File: src/hdl/fdv_pkg.sv
// Shared types, constants and divider step function for the filtered
// difference velocity block. No dependencies.
package fdv_pkg;

	// Configuration register indexes
	localparam logic [2:0] REG_GAIN_XY_DIFF = 3'd0;
	localparam logic [2:0] REG_GAIN_XY_PREV = 3'd1;
	localparam logic [2:0] REG_GAIN_Z_DIFF  = 3'd2;
	localparam logic [2:0] REG_GAIN_Z_PREV  = 3'd3;
	localparam logic [2:0] REG_HOLD_DT      = 3'd4;

	// Result status codes
	localparam logic [1:0] STAT_UPDATED   = 2'd0;
	localparam logic [1:0] STAT_FIRST     = 2'd1;
	localparam logic [1:0] STAT_HELD      = 2'd2;
	localparam logic [1:0] STAT_SATURATED = 2'd3;

	// Reset values of the registers
	localparam logic [16:0] GAIN_DIFF_RST = 17'd58982;
	localparam logic [16:0] GAIN_PREV_RST = 17'd6554;
	localparam logic [19:0] HOLD_DT_RST   = 20'd100;

	// Arithmetic constants
	localparam logic [19:0] US_PER_S  = 20'd1000000;
	localparam int          DIVW      = 70;   // dividend width, even
	localparam int          DIV_STEPS = DIVW / 2;
	// (2^40 + 1) * 1e6: scaled quotient at or above this means |p/dt| > 2^40
	localparam logic [DIVW-1:0] QUOT_LIM = 70'd1099511627777000000;

	localparam logic signed [31:0] VEL_MAX = 32'sh7FFF_FFFF;
	localparam logic signed [31:0] VEL_MIN = 32'sh8000_0000;

	// Lane sequencing strobes
	typedef struct packed {
		logic load;
		logic mul;
		logic absv;
		logic pp;
		logic sum;
		logic step;
		logic fin1;
		logic fin2;
	} fdv_ctrl_t;

	// What one lane reports
	typedef struct packed {
		logic signed [31:0] vel;
		logic               sat;
	} fdv_lane_res_t;

	// One restoring division step
	typedef struct packed {
		logic [31:0] rem;
		logic        qbit;
	} fdv_dstep_t;

	function automatic fdv_dstep_t div_step(input logic [31:0] rem, input logic nbit,
			input logic [30:0] dvs);
		logic [31:0] t;
		logic [32:0] diff;
		fdv_dstep_t  r;
		t    = {rem[30:0], nbit};
		diff = {1'b0, t} - {2'b00, dvs};
		if (!diff[32]) begin
			r.rem  = diff[31:0];
			r.qbit = 1'b1;
		end else begin
			r.rem  = t;
			r.qbit = 1'b0;
		end
		return r;
	endfunction

endpackage

File: src/hdl/fdv_lane.sv
// One axis lane: difference, gain multiplies, scaled radix-4 division,
// filter sum and saturation. Depends on fdv_pkg.
module fdv_lane (
	input  logic                   clk,
	input  fdv_pkg::fdv_ctrl_t     ctrl,
	input  logic signed [31:0]     pos,
	input  logic signed [31:0]     prev_pos,
	input  logic signed [31:0]     prev_vel,
	input  logic        [16:0]     gain_diff,
	input  logic        [16:0]     gain_prev,
	input  logic        [30:0]     divisor,
	output fdv_pkg::fdv_lane_res_t res
);

	logic signed [32:0] d_q;
	logic signed [49:0] p_q;
	logic signed [49:0] b_q;
	logic               neg_q;
	logic        [48:0] mag_q;
	logic        [43:0] pp_hi_q;
	logic        [44:0] pp_lo_q;
	logic        [31:0] rem_q;
	logic [fdv_pkg::DIVW-1:0] quo_q;
	logic               big_q;
	logic signed [62:0] total_q;
	fdv_pkg::fdv_lane_res_t res_q;

	logic signed [49:0] d_ext, ga_ext, pv_ext, gb_ext;
	logic        [43:0] hi_prod;
	logic        [44:0] lo_prod;
	fdv_pkg::fdv_dstep_t st0, st1;
	logic signed [62:0] a_mag, a_sgn, b_ext;
	logic signed [46:0] v_shift;
	logic               ovf;

	// operand extension to product width
	assign d_ext  = {{17{d_q[32]}}, d_q};
	assign ga_ext = {33'd0, gain_diff};
	assign pv_ext = {{18{prev_vel[31]}}, prev_vel};
	assign gb_ext = {33'd0, gain_prev};

	// partial products of |p| * 1e6
	assign hi_prod = {20'd0, mag_q[48:25]} * {24'd0, fdv_pkg::US_PER_S};
	assign lo_prod = {20'd0, mag_q[24:0]} * {25'd0, fdv_pkg::US_PER_S};

	// two division steps per cycle
	assign st0 = fdv_pkg::div_step(rem_q, quo_q[fdv_pkg::DIVW-1], divisor);
	assign st1 = fdv_pkg::div_step(st0.rem, quo_q[fdv_pkg::DIVW-2], divisor);

	// signed filter terms
	assign a_mag = {3'd0, quo_q[59:0]};
	assign a_sgn = neg_q ? -a_mag : a_mag;
	assign b_ext = {{13{b_q[49]}}, b_q};

	// floor divide by gain one, then range check
	assign v_shift = 47'(total_q >>> 16);
	assign ovf     = (v_shift[46:31] != {16{v_shift[31]}});

	always_ff @(posedge clk) begin
		if (ctrl.load) begin
			d_q <= $signed({pos[31], pos}) - $signed({prev_pos[31], prev_pos});
		end
		if (ctrl.mul) begin
			p_q <= d_ext * ga_ext;
			b_q <= pv_ext * gb_ext;
		end
		if (ctrl.absv) begin
			neg_q <= p_q[49];
			mag_q <= p_q[49] ? 49'(-p_q) : 49'(p_q);
		end
		if (ctrl.pp) begin
			pp_hi_q <= hi_prod;
			pp_lo_q <= lo_prod;
		end
		if (ctrl.sum) begin
			quo_q <= {1'b0, pp_hi_q, 25'd0} + {25'd0, pp_lo_q};
			rem_q <= '0;
		end else if (ctrl.step) begin
			quo_q <= {quo_q[fdv_pkg::DIVW-3:0], st0.qbit, st1.qbit};
			rem_q <= st1.rem;
		end
		if (ctrl.fin1) begin
			big_q   <= (quo_q >= fdv_pkg::QUOT_LIM);
			total_q <= a_sgn + b_ext;
		end
		if (ctrl.fin2) begin
			if (big_q) begin
				res_q.vel <= neg_q ? fdv_pkg::VEL_MIN : fdv_pkg::VEL_MAX;
				res_q.sat <= 1'b1;
			end else if (ovf) begin
				res_q.vel <= v_shift[46] ? fdv_pkg::VEL_MIN : fdv_pkg::VEL_MAX;
				res_q.sat <= 1'b1;
			end else begin
				res_q.vel <= v_shift[31:0];
				res_q.sat <= 1'b0;
			end
		end
	end

	assign res = res_q;

endmodule
File: config.mk
export PLATFORM = sky130hd
export DESIGN_NAME = fdv_lane
export DESIGN_NICKNAME = d
export VERILOG_FILES = /design/src/hdl/fdv_pkg.sv /design/src/hdl/fdv_lane.sv
export SDC_FILE = /design/constraint.sdc
export NUM_CORES = 2
export LEC_CHECK = 0
export BUFFER_PORTS_ARGS = -buffer_cell sky130_fd_sc_hd__buf_4
export CAP_MARGIN = 15
export CORE_ASPECT_RATIO = 1.25
export CORE_MARGIN = 2
export CORE_UTILIZATION = 54
export DETAILED_ROUTE_END_ITERATION = 7
export GPL_TIMING_DRIVEN = 0
export PLACE_DENSITY = 0.71
export REMOVE_ABC_BUFFERS = 1
export SETUP_SLACK_MARGIN = 0.3
export SYNTH_ARGS = -nofsm -noshare
export SYNTH_HDL_FRONTEND = slang
export SYNTH_SLANG_ARGS = --single-unit
File: constraint.sdc
create_clock -name clk -period 7.8 [get_ports clk]
set_input_delay 0.39 -clock clk [delete_from_list [all_inputs] [get_ports clk]]
set_output_delay 0.39 -clock clk [all_outputs]
set_load 0.02 [all_outputs]
After elaboration in Yosys (flattened, before gate mapping)
Index checks and enable logic that the tools add are counted.
{"block": "classes", "mux": 10, "reduce_logical": 1, "mul": 4, "n_lt_le_gt_ge": 1, "n_addsub": 7, "n_eq_ne": 1}
{"operator": "70-bit 2-to-1 mux", "n": 2}
{"operator": "32-bit 2-to-1 mux", "n": 4}
{"operator": "69-bit by 45-bit adder with 70-bit output", "n": 1}
{"operator": "70-bit by 60-bit greater-or-equal comparator with 1-bit output (second input constant)", "n": 1}
{"operator": "33-bit 2-to-1 mux", "n": 2}
{"operator": "32-bit by 31-bit subtractor with 33-bit output", "n": 2}
{"operator": "63-bit by 50-bit adder with 63-bit output", "n": 1}
{"operator": "63-bit 2-to-1 mux", "n": 1}
{"operator": "60-bit negation with 63-bit output", "n": 1}
{"operator": "32-bit by 18-bit multiplier with 50-bit output", "n": 1}
{"operator": "33-bit by 18-bit multiplier with 50-bit output", "n": 1}
{"operator": "49-bit 2-to-1 mux", "n": 1}
{"operator": "49-bit negation", "n": 1}
{"operator": "25-bit by 14-bit multiplier with 39-bit output (second input constant)", "n": 1}
{"operator": "24-bit by 14-bit multiplier with 38-bit output (second input constant)", "n": 1}
{"operator": "32-bit by 32-bit subtractor with 33-bit output", "n": 1}
{"operator": "15-bit inequality test", "n": 1}
{"operator": "2-bit nonzero test", "n": 1}
{"block": "totals", "output_inout_bits": 33, "input_bits": 170, "register_bits": 458}

Logic depth before layout (Yosys ltp)
{"block": "logic_depth", "word_depth": 6, "depth_mapped": 27}

Least setup slack after synthesis
No wires, ideal clock.
{"block": "synth_timing", "path_type": "input port to flip-flop", "from": "in gain_diff[11]", "to": "reg p_q[49] (data pin)", "path_buffers": 1, "cell_stages": 24, "path_slack_ns": 0.863, "arrival_time_ns": 6.671, "cell_sequence": "clkbuf_1 > nand2_1 > fa_1 > inv_1 > fa_1 > inv_1 > fa_1 > inv_1 > fa_1 > fa_1 > inv_1 > fa_1 > inv_1 > ha_1 > a211oi_1 > nand2_1 > nor3_1 > a311oi_1 > a2111oi_0 > o31ai_1 > a211o_1 > a41o_1 > o41ai_1 > xnor2_1"}
{"block": "synth_between", "elab_chain_cells": 1}
{"element": "from (decl)", "line_no": "fdv_lane.sv:9", "source": "input logic [16:0] gain_diff,"}
{"element": "33-bit by 18-bit multiplier with 50-bit output", "line_no": "fdv_lane.sv:64", "source": "p_q <= d_ext * ga_ext;"}
{"element": "to (signal assigned)", "line_no": "fdv_lane.sv:64"}
{"element": "to (decl)", "line_no": "fdv_lane.sv:16", "source": "logic signed [49:0] p_q;"}
No other way between the ends.
A chain may end at the register's enable or synchronous reset.

Worst setup path in the final report
{"block": "layout_timing", "from": "reg d_q[15]", "to": "reg p_q[49] (data pin)"}
{"block": "layout_between", "elab_chain_cells": 1}
{"element": "from (decl)", "line_no": "fdv_lane.sv:15", "source": "logic signed [32:0] d_q;"}
{"element": "from (signal assigned)", "line_no": "fdv_lane.sv:61", "source": "d_q <= $signed({pos[31], pos}) - $signed({prev_pos[31], prev_pos});"}
{"element": "33-bit by 18-bit multiplier with 50-bit output", "line_no": "fdv_lane.sv:64"}
No other way between the ends.

==> flow_summary_export.csv <==
group,metric,value,unit
sta,worst_pin_slew,0.969,ns
clocking,cts.sinks,442,
yosys,avgSynthCellArea,9.52,sq um
clocking,clockBufferDepth,3,
job,drv_cap,0,
clocking,cts_buffers,53,
yosys,synthTopCellsByArea,"fa_1 33%, edfxtp_1 16%, ha_1 11%, inv_1 8.7%, and2_1 5.6%",
final_layout,post-route-util,58.5,%
final_layout,syn2layout_area_growth,7.54,%
clocking,path_clk_slew,0.07,ns
yosys,syn_area,0.0757,sq mm
yosys,synth_most_common_cell,"inv_1",
worst_hold_path,worstHoldPathType,"primary input to register",
route,dr.pass1.iters,5,
floorplanning,fp.dieW,339,um
final_layout,diodes,0,
critical_path,critPathArrivalTime,7.74,ns
placement,place_congestion,0.894,
clocking,cts_tree,"yes",
critical_path,critical_path_class,"register to register",
yosys,async_flop_share,0,%
yosys,yosysTopAreaCellShare,33.1,%
floorplanning,dieHeight,423,um
yosys,synth_flop_cell,"edfxtp_1",
status,status,"finished, final reports clean",
yosys,yosysWarnings,0,
global_routing,grt_usage,25.0,%
yosys,synthCells,7950,
yosys,ys_ff_latch,442,
sta,slew_violations,0,
sta,fin_hold_ws,0.148,ns
floorplanning,core_area,0.139,sq mm
clocking,htreeDepth,2,
global_routing,grt_max_degree,89,
critical_path,critPathCaptureType,"register",
route,drc,0,
sta,setup_viol,0,
route,drt_wl_total,174000,um
route,routedWlPerCell,17.4,um
floorplanning,dieArea,0.143,sq mm
route,via_per_inst,5.47,
final_layout,fillCellCount,12000,
global_routing,grt_pass1_vias,59200,
sta,fin_skew,0.0176,ns
sta,report.final.hold_viol_count,0,
floorplanning,ios,203,
clocking,hold_buffers,0,
global_routing,grt_pass1_wl,292000,um
critical_path,worstPathRequired,8.15,ns
yosys,synth_cell_types,93,
sta,fin_ws,0.410,ns
yosys,synth_common_cells,"1764 x inv_1, 1251 x fa_1, 703 x nand2_1",
sta,setup_tns,0,ns
route,antenna_left,0,
placement,portBuffers,202,
yosys,yosysTopAreaCell,"fa_1",
floorplanning,initial_utilization,54.4,%
clocking,clkLatencyLatePin,0.63,ns
final_layout,num-nets-final,10100,
sta,max_freq,135,MHz
floorplanning,num_rows,153,
yosys,synth_edf_count,411,
sta,rsz0062_at_grt,"true",
final_layout,drive_above_1_share,6.49,%
global_routing,antenna_found_initial,3,
critical_path,startpoint_type,"register",
clocking,clockRootBuffer,"clkbuf_16",
route,vias,54500,
sta,min_period_over_period,94.7,%
sta,slew_headroom,35.0,%
yosys,yosysSeqAreaShare,17.1,%
placement,pre_cts_ws,-0.707,ns
sta,fin_crit,7.39,ns
critical_path,crit_path_max_fanout,17,
route,drtIter0Drc,2556,
placement,dp_hpwl,137000,um
global_routing,grt-ovfl-total,0,
## state kept, by name, indices dropped and copies added, names as in the netlist, 31 cells and up
signal,count
res,33
p_q,50
b_q,50
d_q,33
quo_q,70
total_q,47
pp_lo_q,39
pp_hi_q,38
mag_q,49
rem_q,31
## layout by cell type, fill, tap and decap left out, types with 23 or more instances in the layout
| cell | n |
|---|---|
| nor2b_1 | 43 |
| o21ai_0 | 183 |
| mux2_2 | 63 |
| o21bai_1 | 37 |
| ha_1 | 667 |
| nor3_1 | 66 |
| and2_1 | 675 |
| dfxtp_1 | 31 |
| nand4_1 | 40 |
| a21oi_1 | 292 |
| buf_4 | 296 |
| o21a_1 | 50 |
| edfxtp_1 | 411 |
| a31oi_1 | 25 |
| nor4_1 | 26 |
| o41ai_1 | 23 |
| fa_1 | 1251 |
| or4_1 | 26 |
| o31ai_1 | 41 |
| nor2_1 | 233 |
| inv_1 | 1764 |
| and3_1 | 32 |
| nand2b_1 | 38 |
| a21o_1 | 141 |
| nand2_1 | 701 |
| nand3_1 | 69 |
| xnor2_1 | 332 |
| or3_1 | 29 |
| xor2_1 | 84 |
| clkbuf_16 | 53 |
| o211ai_1 | 23 |
| a211oi_1 | 52 |
## area by class of cell
cell class / instances / area (sq um) / area share (%)
flip-flops and latches: 442 / 13000 / 15.9
inverters: 1764 / 6620 / 8.13
clock buffers: 58 / 1350 / 1.65
repair buffers: 307 / 2500 / 3.08
clock inverters: 38 / 390 / 0.480
well taps: 1860 / 2330 / 2.86
multi-input cells: 5492 / 55300 / 67.9
## critical path, stage by stage (launching register included)
cell and delay (ns):
edfxtp_1 0.68, and2_1 0.31, fa_1 0.51, fa_1 0.60
fa_1 0.44, fa_1 0.44, fa_1 0.52, inv_1 0.05
fa_1 0.49, inv_1 0.05, ha_1 0.34, a21o_1 0.18
a21oi_1 0.20, o21ai_0 0.15, or4_1 0.47, a2111oi_4 0.40
o31ai_2 0.19, a211o_1 0.39, a41o_1 0.28, o41ai_1 0.30
xnor2_1 0.12
## per-layer routing
layer | GRT usage, % | part of all wire [%] | wire length, um | vias up
li1 | - | - | - | 25300
met1 | 29.2 | 38 | 66500 | 27300
met2 | 47.3 | 53 | 92600 | 1492
met3 | 2.15 | 4.5 | 7870 | 397
met4 | 9.50 | 3.9 | 6800 | 0
met5 | 0 | 0 | 0 | -
## path summary, 6_finish.rpt
path	depth (start not counted)	slack [ns]	startpoint	end
hold / removal	3	0.15	prev_pos[0]	d_q[0]
hold reg to reg	2	0.50	rem_q[11]	rem_q[11]
setup / recovery	20	0.41	d_q[15]	p_q[49]
setup reg to reg	20	0.41	d_q[15]	p_q[49]
## cells by family after synthesis
logic type / count (synthesis) / share of synthesized area (%)
AO/OA/AOI/OAI: 1020 / 8.81
multiplexers: 82 / 1.19
adder cells (fa/ha/maj): 1918 / 44.1
XOR/XNOR: 416 / 4.81
buffers and inverters: 2016 / 10.0
flip-flops: 442 / 17.1
AND/OR/NAND/NOR: 2056 / 14.0
## through the flow
stage          instances  instance area, sq um
2_1_floorplan       7698                 74800
3_3_place_gp        9760                 78600
3_5_place_dp        9770                 78900
4_1_cts             9947                 81300
5_1_grt             9961                 81400
6_report            9961                 81400
## repair_timing
action | CTS | global route
setup endpoints to repair | 43 | 40
pin swaps | 0 | 1
setup buffers | 81 | 14
gates resized for setup | 8 | 9
Power is left out: the tool's default activity adds up to more than one toggle a clock period on the data nets, which glitch-free logic cannot reach.
